## config.mk

```make
export PLATFORM = sky130hd
export DESIGN_NAME = rpc_gain_mul
export DESIGN_NICKNAME = d
export VERILOG_FILES = /design/src/rpc_pkg.sv /design/src/rpc_gain_mul.sv
export SDC_FILE = /design/constraint.sdc
export NUM_CORES = 1
export LEC_CHECK = 0
export ABC_AREA = 1
export BUFFER_PORTS_ARGS = -buffer_cell sky130_fd_sc_hd__clkbuf_2
export CORE_ASPECT_RATIO = 1.1
export CORE_MARGIN = 1
export CORE_UTILIZATION = 35
export CTS_CLUSTER_DIAMETER = 60
export CTS_CLUSTER_SIZE = 30
export DETAILED_ROUTE_END_ITERATION = 10
export PLACE_DENSITY = 0.8
export SETUP_SLACK_MARGIN = 0.5
export SYNTH_ARGS = -nofsm -noshare
export SYNTH_HDL_FRONTEND = slang
export SYNTH_SLANG_ARGS = --single-unit
```

## constraint.sdc

```tcl
create_clock -name clk_i -period 1.97 [get_ports clk_i]
set_clock_uncertainty 0.15 [all_clocks]
set_input_delay 0.394 -clock clk_i [delete_from_list [all_inputs] [get_ports clk_i]]
set_output_delay 0.394 -clock clk_i [all_outputs]
set_load 0.05 [all_outputs]
```

## src/rpc_pkg.sv

```systemverilog
// ----------------------------------------------------------------------------
// rpc_pkg
// Shared types, constants and elaboration-time helpers for the rectangular /
// polar CORDIC converter.
// ----------------------------------------------------------------------------
package rpc_pkg;

  localparam int ANGLE_W = 16;               // binary angle, 2^16 = full turn
  localparam int GUARD   = 16;               // fraction bits in the datapath
  localparam int ZACC_W  = ANGLE_W + GUARD;  // angle accumulator, 2^32 = turn
  localparam int KINV_W  = 30;               // inverse gain, Q30
  localparam int ATAN_N  = 32;

  // round(atan(2^-i) * 2^32 / (2*pi))
  localparam logic [ZACC_W-1:0] ATAN_TAB [ATAN_N] = '{
    32'd536870912, 32'd316933406, 32'd167458907, 32'd85004756,
    32'd42667331,  32'd21354465,  32'd10679838,  32'd5340245,
    32'd2670163,   32'd1335087,   32'd667544,    32'd333772,
    32'd166886,    32'd83443,     32'd41722,     32'd20861,
    32'd10430,     32'd5215,      32'd2608,      32'd1304,
    32'd652,       32'd326,       32'd163,       32'd81,
    32'd41,        32'd20,        32'd10,        32'd5,
    32'd3,         32'd1,         32'd1,         32'd0
  };

  typedef enum logic {
    REQ_TO_POLAR = 1'b0,
    REQ_TO_CART  = 1'b1
  } req_e;

  // control that travels with each beat down the pipeline
  typedef struct packed {
    logic valid;
    req_e req;
    logic zero;   // to-polar of the zero vector
  } rpc_ctl_t;

  // Inverse CORDIC gain in Q30: round(2^60 / floor(sqrt(P))), where P is
  // prod(1 + 4^-i) in Q60 with each step truncated. Elaboration only.
  function automatic logic [KINV_W-1:0] inv_gain(input int stages);
    logic [63:0] p;
    logic [63:0] n;
    logic [63:0] res;
    logic [63:0] bv;
    logic [63:0] num;
    logic [63:0] rem;
    logic [63:0] q;
    int          i;
    p = 64'h1 << 60;
    for (i = 0; i < stages; i++) begin
      p = p + (p >> (2 * i));
    end
    // integer square root
    n   = p;
    res = '0;
    bv  = 64'h1 << 62;
    for (i = 0; i < 32; i++) begin
      if (bv > n) begin
        bv = bv >> 2;
      end
    end
    for (i = 0; i < 32; i++) begin
      if (bv != '0) begin
        if (n >= res + bv) begin
          n   = n - (res + bv);
          res = (res >> 1) + bv;
        end else begin
          res = res >> 1;
        end
        bv = bv >> 2;
      end
    end
    if (res == '0) begin
      res = 64'd1;
    end
    // restoring division, rounded
    num = (64'h1 << 60) + (res >> 1);
    rem = '0;
    q   = '0;
    for (i = 63; i >= 0; i--) begin
      rem = {rem[62:0], num[i]};
      if (rem >= res) begin
        rem  = rem - res;
        q[i] = 1'b1;
      end
    end
    return q[KINV_W-1:0];
  endfunction

endpackage

```

## src/rpc_gain_mul.sv

```systemverilog
// ----------------------------------------------------------------------------
// rpc_gain_mul
// Two-stage constant gain multiplier: floor(a * KINV / 2^SHIFT). The operand
// is split in two halves; partial products are registered, then summed.
// ----------------------------------------------------------------------------
module rpc_gain_mul
  import rpc_pkg::*;
#(
  parameter int                IN_W   = 16,
  parameter int                SHIFT  = 14,
  parameter logic [KINV_W-1:0] KINV   = '0,
  parameter int                SIDE_W = 1
) (
  input  logic                         clk_i,
  input  logic                         rst_ni,
  input  logic                         en_i,
  input  rpc_ctl_t                     ctl_i,
  input  logic [IN_W-1:0]              a_i,
  input  logic [SIDE_W-1:0]            side_i,
  output rpc_ctl_t                     ctl_o,
  output logic [IN_W+KINV_W-SHIFT-1:0] p_o,
  output logic [SIDE_W-1:0]            side_o
);

  localparam int LO_W = IN_W / 2;
  localparam int HI_W = IN_W - LO_W;
  localparam int PW   = IN_W + KINV_W;

  logic [LO_W+KINV_W-1:0] lo_d, lo_q;
  logic [HI_W+KINV_W-1:0] hi_d, hi_q;
  logic [PW-1:0]          sum;
  rpc_ctl_t               ctl_a_q, ctl_b_q;
  logic [SIDE_W-1:0]      side_a_q, side_b_q;
  logic [PW-SHIFT-1:0]    p_q;

  assign lo_d = (LO_W+KINV_W)'(a_i[LO_W-1:0]) * (LO_W+KINV_W)'(KINV);
  assign hi_d = (HI_W+KINV_W)'(a_i[IN_W-1:LO_W]) * (HI_W+KINV_W)'(KINV);
  assign sum  = (PW'(hi_q) << LO_W) + PW'(lo_q);

  always_ff @(posedge clk_i or negedge rst_ni) begin
    if (!rst_ni) begin
      ctl_a_q <= '0;
      ctl_b_q <= '0;
    end else if (en_i) begin
      ctl_a_q <= ctl_i;
      ctl_b_q <= ctl_a_q;
    end
  end

  always_ff @(posedge clk_i) begin
    if (en_i) begin
      lo_q     <= lo_d;
      hi_q     <= hi_d;
      side_a_q <= side_i;
      p_q      <= sum[PW-1:SHIFT];
      side_b_q <= side_a_q;
    end
  end

  assign ctl_o  = ctl_b_q;
  assign p_o    = p_q;
  assign side_o = side_b_q;

endmodule

```

==> impl_metrics.csv <==
group,metric,value,unit
power,p_total,0.519,mW
floorplan,initial_core_util,0.380,
clock_network,clk_pin_slew,0.06,ns
drt,ant_nets,0,
place,io_buffers,10,
synth,avgSynthCellArea,8.76,um^2
layout,fin_cells,90,
timing,min_period_over_period,0.716,
synth,yosysWarnings,0,
synth,synth_area_leaders,"buf_4 46%, dfrtp_1 29%, nand2_1 13%, edfxtp_1 11%, conb_1 0.71%",
layout,n_antenna_cell,0,
setup_path,cp.required,1.43,ns
synth,synth_cells,60,
global_route,overflow,0,
synth,async_flop_share,0.750,
setup_path,critPathMaxStageDelay,0.34,ns
timing,setup_tns,0,ns
layout,syn_to_final_growth,-3.33,%
synth,ys_seq_area_frac,0.400,
floorplan,die_area,1660,um^2
setup_path,arrival,0.87,ns
drt,first_pass_iters,4,
synth,synth_edf_count,2,
drt,wirelength,561,um
drt,wl_per_cell,6.23,um
global_route,grt_max_degree,10,
floorplan,die_y,42.6,um
synth,yosysTopAreaCellShare,0.457,
floorplan,io_pins,59,
layout,layout.nets,98,
global_route,grt_pass1_vias,208,
global_route,grt.total_usage,0.0778,
clock_network,cts_sinks,8,
clock_network,clk_path_buf_depth,2,
synth,yosysUniqueCellTypes,6,
timing,final-setup-viol-count,0,
place,place_inst,85,
drt,vias,290,
global_route,antenna_found_initial,0,
setup_path,cp-end-kind,"output port",
power,powerDensity,1020,nW/um^2
synth,synth_area_leader_cell,"buf_4",
outcome,status,"complete, no violations",
place,place_hpwl,470,um
layout,layout-drive-gt1-share,0.189,
synth,ys_ff_latch,8,
place,placed_area,472,um^2
synth,synth-main-ff-cell,"dfrtp_1",
setup_path,crit_buf_inv,1,
setup_path,critPathLaunchType,"register",
setup_path,crit_family,"flip-flops",
timing,finalHoldViolations,0,
min_path,holdCritPathClass,"primary input to register",
power,leakage,0.314,nW
synth,synth_top_cells_by_count,"32 x buf_4, 18 x nand2_1, 6 x dfrtp_1",
floorplan,core_area,1380,um^2
timing,rsz0062_at_grt,"no",
setup_path,worstSetupPathType,"register to output port",
setup_path,path_max_fanout,2,
floorplan,fp.dieW,38.9,um
clock_network,cts-root-buf,"clkbuf_4",
synth,syn_area,526,um^2
clock_network,cts_setup_buffers,0,
timing,period_minus_slack,1.41,ns
setup_path,path_cells,"clkbuf_2",
timing,slew_violations,0,
clock_network,cts_tree,"done",
global_route,grt_pass1_wl,834,um
flow_run,maxCapViolCount,0,
synth,synth.most_common_cell,"buf_4",
floorplan,rows,14,
setup_path,cp_slowest_cell,"dfrtp_1",
drt,routed_via_density,3.22,
timing,fmax,709,MHz
layout,final_area,508,um^2
clock_network,h-tree-depth,1,
power,ir_worst_vdd,0.000271,V
place,gp_congestion,0.655,
clock_network,cts_buffers,3,
drt,dr.first_iter.drc_count,5,
clock_network,clk_latency,0.24,ns
drt,drc_errors,0,
registers in the layout (all words and copies together), names as in the netlist:
signal,flops
ctl_a_q,3
side_o,1
side_a_q,1
ctl_o,3
where the power goes:
group	internal, mW	switching (mW)	leakage [nW]
clock network	0.0773	0.0537	0.0150
registers	0.186	0.00663	0.0937
logic	0.0164	0.179	0.206
cells in the final DEF (no fill, tap or decap), drive strengths merged:
master	instances
inv	1
conb	32
clkbuf	14
edfxtp	2
dlygate4sd3	1
nand2	18
dfrtp	6
layer usage:
metal / global-route usage / up-vias / share of wire
li1: - / 145 / -
met1: 0.0952 / 122 / 0.38
met2: 0.0900 / 23 / 0.48
met3: 0.0372 / 0 / 0.14
met4: 0.0828 / 0 / 0
met5: 0 / - / 0
logic make-up (layout without fill, tap and decap cells):
logic type	after synthesis	count (layout)	synth area share
other cells	1	32	0.00714
simple gates	18	18	0.129
buf+inv	33	16	0.464
flops	8	8	0.400
cell type report:
class	instances	area (um^2)
Sequential cell	8	210
Multi-Input combinational cell	50	188
Tap cell	16	20.0
Fill cell	166	876
Clock buffer	4	26.3
Inverter	1	3.75
Timing Repair Buffer	11	60.1
worst paths after layout:
path	start	endpoint	slack, ns	cells after the start
worst max-delay path	ctl_o[1]	ctl_o[1]	0.56	1
worst min-delay path	side_i	side_a_q	0.17	1
worst max register to register	side_a_q	side_o	1.22	0
worst min register to register	side_a_q	side_o	0.27	0
max in group asynchronous	rst_ni	ctl_a_q[0]	1.16	2
min in group asynchronous	rst_ni	ctl_o[1]	0.35	2
repair_timing:
item,4_1_cts,5_1_grt
resized for setup,0,0
hold buffers,1,0
endpoints found under the hold margin,6,0
metrics by stage:
stage	setup WS (ns)	hold slack, ns	utilization
after detailed placement	0.815	0.0795	0.341
after global routing	0.514	0.157	0.367
final	0.560	0.168	0.367
after CTS	0.543	0.159	0.367
after global placement	0.824	0.0708	0.341
after floorplan	0.825	-0.0516	-
Note: power is estimated with default switching activity, not from simulation.
