File: src/rpc_pkg.sv
// ----------------------------------------------------------------------------
// rpc_pkg
// Shared types, constants and elaboration-time helpers for the rectangular /
// polar CORDIC converter.
// ----------------------------------------------------------------------------
package rpc_pkg;

  localparam int ANGLE_W = 16;               // binary angle, 2^16 = full turn
  localparam int GUARD   = 16;               // fraction bits in the datapath
  localparam int ZACC_W  = ANGLE_W + GUARD;  // angle accumulator, 2^32 = turn
  localparam int KINV_W  = 30;               // inverse gain, Q30
  localparam int ATAN_N  = 32;

  // round(atan(2^-i) * 2^32 / (2*pi))
  localparam logic [ZACC_W-1:0] ATAN_TAB [ATAN_N] = '{
    32'd536870912, 32'd316933406, 32'd167458907, 32'd85004756,
    32'd42667331,  32'd21354465,  32'd10679838,  32'd5340245,
    32'd2670163,   32'd1335087,   32'd667544,    32'd333772,
    32'd166886,    32'd83443,     32'd41722,     32'd20861,
    32'd10430,     32'd5215,      32'd2608,      32'd1304,
    32'd652,       32'd326,       32'd163,       32'd81,
    32'd41,        32'd20,        32'd10,        32'd5,
    32'd3,         32'd1,         32'd1,         32'd0
  };

  typedef enum logic {
    REQ_TO_POLAR = 1'b0,
    REQ_TO_CART  = 1'b1
  } req_e;

  // control that travels with each beat down the pipeline
  typedef struct packed {
    logic valid;
    req_e req;
    logic zero;   // to-polar of the zero vector
  } rpc_ctl_t;

  // Inverse CORDIC gain in Q30: round(2^60 / floor(sqrt(P))), where P is
  // prod(1 + 4^-i) in Q60 with each step truncated. Elaboration only.
  function automatic logic [KINV_W-1:0] inv_gain(input int stages);
    logic [63:0] p;
    logic [63:0] n;
    logic [63:0] res;
    logic [63:0] bv;
    logic [63:0] num;
    logic [63:0] rem;
    logic [63:0] q;
    int          i;
    p = 64'h1 << 60;
    for (i = 0; i < stages; i++) begin
      p = p + (p >> (2 * i));
    end
    // integer square root
    n   = p;
    res = '0;
    bv  = 64'h1 << 62;
    for (i = 0; i < 32; i++) begin
      if (bv > n) begin
        bv = bv >> 2;
      end
    end
    for (i = 0; i < 32; i++) begin
      if (bv != '0) begin
        if (n >= res + bv) begin
          n   = n - (res + bv);
          res = (res >> 1) + bv;
        end else begin
          res = res >> 1;
        end
        bv = bv >> 2;
      end
    end
    if (res == '0) begin
      res = 64'd1;
    end
    // restoring division, rounded
    num = (64'h1 << 60) + (res >> 1);
    rem = '0;
    q   = '0;
    for (i = 63; i >= 0; i--) begin
      rem = {rem[62:0], num[i]};
      if (rem >= res) begin
        rem  = rem - res;
        q[i] = 1'b1;
      end
    end
    return q[KINV_W-1:0];
  endfunction

endpackage

File: src/rpc_cordic_stage.sv
// ----------------------------------------------------------------------------
// rpc_cordic_stage
// One registered CORDIC micro-rotation. Vectoring (to-polar) steers on the
// sign of y, rotation (to-cartesian) on the sign of the residual angle.
// ----------------------------------------------------------------------------
module rpc_cordic_stage
  import rpc_pkg::*;
#(
  parameter int DW     = 35,
  parameter int STAGE  = 0,
  parameter int META_W = 1
) (
  input  logic                 clk_i,
  input  logic                 rst_ni,
  input  logic                 en_i,
  input  rpc_ctl_t             ctl_i,
  input  logic signed [DW-1:0] x_i,
  input  logic signed [DW-1:0] y_i,
  input  logic [ZACC_W-1:0]    z_i,
  input  logic [META_W-1:0]    meta_i,
  output rpc_ctl_t             ctl_o,
  output logic signed [DW-1:0] x_o,
  output logic signed [DW-1:0] y_o,
  output logic [ZACC_W-1:0]    z_o,
  output logic [META_W-1:0]    meta_o
);

  logic signed [DW-1:0] dx, dy, x_d, y_d, x_q, y_q;
  logic [ZACC_W-1:0]    z_d, z_q;
  logic [META_W-1:0]    meta_q;
  rpc_ctl_t             ctl_q;
  logic                 up;

  assign dx = x_i >>> STAGE;
  assign dy = y_i >>> STAGE;
  // up: rotate clockwise, angle accumulator grows
  assign up = (ctl_i.req == REQ_TO_POLAR) ? ~y_i[DW-1] : z_i[ZACC_W-1];

  always_comb begin
    if (up) begin
      x_d = x_i + dy;
      y_d = y_i - dx;
      z_d = z_i + ATAN_TAB[STAGE];
    end else begin
      x_d = x_i - dy;
      y_d = y_i + dx;
      z_d = z_i - ATAN_TAB[STAGE];
    end
  end

  always_ff @(posedge clk_i or negedge rst_ni) begin
    if (!rst_ni) begin
      ctl_q <= '0;
    end else if (en_i) begin
      ctl_q <= ctl_i;
    end
  end

  always_ff @(posedge clk_i) begin
    if (en_i) begin
      x_q    <= x_d;
      y_q    <= y_d;
      z_q    <= z_d;
      meta_q <= meta_i;
    end
  end

  assign ctl_o  = ctl_q;
  assign x_o    = x_q;
  assign y_o    = y_q;
  assign z_o    = z_q;
  assign meta_o = meta_q;

endmodule

File: config.mk
export PLATFORM = sky130hd
export DESIGN_NAME = rpc_cordic_stage
export DESIGN_NICKNAME = d
export VERILOG_FILES = /design/src/rpc_pkg.sv /design/src/rpc_cordic_stage.sv
export SDC_FILE = /design/constraint.sdc
export NUM_CORES = 1
export LEC_CHECK = 0
export BUFFER_PORTS_ARGS = -buffer_cell sky130_fd_sc_hd__buf_2
export CORE_MARGIN = 1
export CORE_UTILIZATION = 40
export CTS_CLUSTER_DIAMETER = 80
export DETAILED_ROUTE_END_ITERATION = 10
export PLACE_DENSITY = 0.58
export SYNTH_ARGS = -nofsm -noshare
export SYNTH_HDL_FRONTEND = slang
export SYNTH_SLANG_ARGS = --single-unit
File: constraint.sdc
create_clock -name clk_i -period 1.55 [get_ports clk_i]
set_input_delay 0 -clock clk_i [delete_from_list [all_inputs] [get_ports clk_i]]
set_output_delay 0 -clock clk_i [all_outputs]
set_load 0.02 [all_outputs]
==> flow_summary_export.csv <==
group,metric,value,unit
floorplanning,ios,215,
placed_design,dp_hpwl,28.1,mm
yosys,ys.flop_type,"edfxtp_1",
timing,grt_setup_unrepaired,"true",
final_layout,nets,1945,
final_layout,diodes,0,
route,first_pass_iters,5,
yosys,yosys.area.top_type_share,0.321,
final_layout,drive_gt1_frac,0.545,
timing,fin_skew,0,ns
grt,use_met1,0.360,
setup_path,worstSetupStartpointType,"input port",
worst_hold_path,hold_class,"input port to flip-flop",
grt,gr-usage-met3,0.0449,
setup_path,path_class,"input port to flip-flop",
grt,grt_util_all_layers,0.292,
power_and_ir_drop,leakage,7.61,nW
setup_path,critPathMaxFanout,4,
setup_path,crit_arrival,2.47,ns
final_layout,area_growth,76.5,%
grt,grt_max_degree,35,
yosys,netlist_instances,1067,
timing,fmax,423,MHz
setup_path,ff2ff_path_depth,1,
floorplanning,die-area,0.0245,sq mm
yosys,seq_area_frac_synth,0.328,
route,wl,37.8,mm
timing,maxSlewHeadroom,0.630,
placed_design,place.gp.congestion,1.00,
floorplanning,die_x,157,um
grt,grt_pass1_vias,10642,
timing,worst_slew_pin_slew,0.550,ns
timing,period_share,1.52,
yosys,synthTopCellsByArea,"edfxtp_1, ha_1, a21oi_1",
floorplanning,num_rows,56,
grt,overflow,0,
route,ant_nets,0,
setup_path,cp-end-kind,"flip-flop",
clock_tree,cts.sinks,105,
timing,maxSlewViolCount,0,
setup_path,rrSetupSlack,0.80,ns
floorplanning,fp.coreArea,0.0235,sq mm
grt,use_met2,0.511,
yosys,synth_top_cell_by_area,"edfxtp_1",
clock_tree,htreeDepth,3,
route,vias,11033,
clock_tree,cts_root_buf,"clkbuf_16",
yosys,syn_avg_cell_area,8.95,sq um
clock_tree,clkLatencyLatePin,0.35,ns
setup_path,required,1.65,ns
power_and_ir_drop,p_per_area,766,mW/mm^2
yosys,syn-num-nets,1284,
worst_hold_path,holdPathEnd,"ctl_o[1]$_DFFE_PN0P_",
grt,grt_pass1_wl,55.2,mm
setup_path,worstReg2RegStart,"ctl_o[2]$_DFFE_PN0P_",
floorplanning,start_util,0.407,
outcome,status,"finished with violations",
clock_tree,cts_buffer_depth,2,
yosys,synth_seq_cells,105,
timing,fin_crit,2.36,ns
route,drtIter0Drc,763,
route,drc_errors,0,
yosys,async_flop_share,0.0286,
placed_design,portBuffers,214,
clock_tree,cts_tree,"built",
placed_design,dpl_worst_slack,-1.16,ns
yosys,synth_edf_count,102,
yosys,syn_area,0.00955,sq mm
grt,busiest_layer,"met2",
yosys,synth.most_common_cell,"a21oi_1",
setup_path,reg2reg_to,"ctl_o[2]$_DFFE_PN0P_",
clock_tree,cts.reportedPaths.clkPinSlew,0.08,ns
yosys,ys_warn_count,0,
timing,setup_viol,58,
yosys,synth_cell_types,85,
outcome,violations,"setup timing",
grt,antenna_found_initial,0,
timing,setup_ws,-0.813,ns
final_layout,final_cells,2052,
timing,finalHoldViolations,0,
worst_hold_path,hold-path-cell-count,3,
yosys,yosys-top-cells-count,"a21oi_1, inv_1, ha_1",
route,wl_per_cell,18.4,um
clock_tree,cts_made_buffers,9,
placed_design,dp_cells,1939,
route,vias_per_cell,5.38,
worst_hold_path,hp-start,"ctl_i[1]",
floorplanning,die_h,157,um
power_and_ir_drop,peakVddDrop,0.507,mV
run,maxCapViolCount,0,
## flip-flops by register name (all words and copies together) (netlist names)
signal / cells
x_o: 35
y_o: 34
z_o: 32
ctl_o: 3
meta_o: 1
## stage by stage
stage                     utilization  setup TNS (ns)  power [mW]  hold slack, ns  instance area, sq um
after global placement          0.611          -51.83        9.36          -0.191                 14300
after detailed placement        0.611          -53.45        9.42          -0.192                 14300
after floorplan                     -          -25.17        6.87          -0.296                 10200
final                           0.718          -27.12        12.9          0.0364                 16900
after global routing            0.718          -31.12        13.5          0.0556                 16900
after CTS                       0.675          -24.05        12.3          0.0342                 15800
## how the worst max path moves through the flow
| stage | from | slack (ns) | to |
|---|---|---|---|
| 6_report | y_i[0] | -0.81 | y_o[16]$_DFFE_PP_ |
| 2_1_floorplan | x_i[0] | -0.81 | y_o[22]$_DFFE_PP_ |
| 3_5_place_dp | x_i[0] | -1.16 | y_o[20]$_DFFE_PP_ |
| 5_1_grt | y_i[0] | -0.85 | y_o[16]$_DFFE_PP_ |
| 4_1_cts | x_i[0] | -0.70 | y_o[22]$_DFFE_PP_ |
| 3_3_place_gp | x_i[17] | -1.12 | x_o[30]$_DFFE_PP_ |
## cell type report
type | count | area (sq um)
Sequential cell | 105 | 3140
Tap cell | 319 | 399
Clock buffer | 9 | 225
Clock inverter | 7 | 81.3
Timing Repair Buffer | 698 | 5190
Inverter | 113 | 498
Fill cell | 1701 | 6610
Multi-Input combinational cell | 801 | 7330
## worst max-delay path, cell delays in order
cell and delay [ns]:
buf_8 0.08, ha_4 0.13, inv_2 0.04, fa_2 0.35
o21ba_4 0.20, or4_4 0.44, a21oi_4 0.24, o21ai_4 0.10
buf_4 0.14, and2_4 0.13, o31a_1 0.28, o21ai_2 0.19
xnor2_1 0.12
## kinds of logic after synthesis
| family | count (synthesis) | share of synthesized area |
|---|---|---|
| AO/OA/AOI/OAI | 354 | 0.249 |
| AND/OR/NAND/NOR | 255 | 0.129 |
| buffers and inverters | 161 | 0.0694 |
| adder cells (fa/ha/maj) | 108 | 0.145 |
| flip-flops | 105 | 0.328 |
| XOR/XNOR | 65 | 0.0596 |
| multiplexers | 19 | 0.0203 |
## power breakdown
| group | switching [mW] | internal, mW | total, mW |
|---|---|---|---|
| sequential | 0.163 | 3.68 | 3.84 |
| clock | 1.27 | 1.16 | 2.43 |
| combinational | 3.52 | 3.13 | 6.65 |
## what timing repair did
action,4_1_cts,5_1_grt
setup buffers,26,45
endpoints found under the hold margin,36,0
gates resized for setup,154,166
pin swaps,72,100
hold buffers,35,0
setup endpoints to repair,58,59
## layout by cell type (no fill, tap or decap), types with 8 or more instances in the layout
cell type,count
a21o_1,22
a21oi_1,79
a21oi_2,31
a31oi_1,9
buf_2,188
buf_4,408
buf_6,52
buf_8,10
clkbuf_16,9
dlygate4sd3_1,35
edfxtp_1,102
ha_1,72
ha_4,27
inv_1,82
inv_2,16
mux2i_1,12
nand2_1,51
nand2b_1,8
nand3_1,19
nand4_1,15
nor2_1,69
nor3_1,16
o211ai_1,12
o21ai_0,26
o21ai_1,15
o21ai_2,17
o21bai_1,17
o31ai_4,8
xnor2_1,56
## metal layers
metal,part of all wire,vias up
met1,0.41,5253
met2,0.49,501
met4,0.037,0
li1,-,5184
met3,0.065,95
met5,0,-
Note: power is estimated with default switching activity, not from simulation.
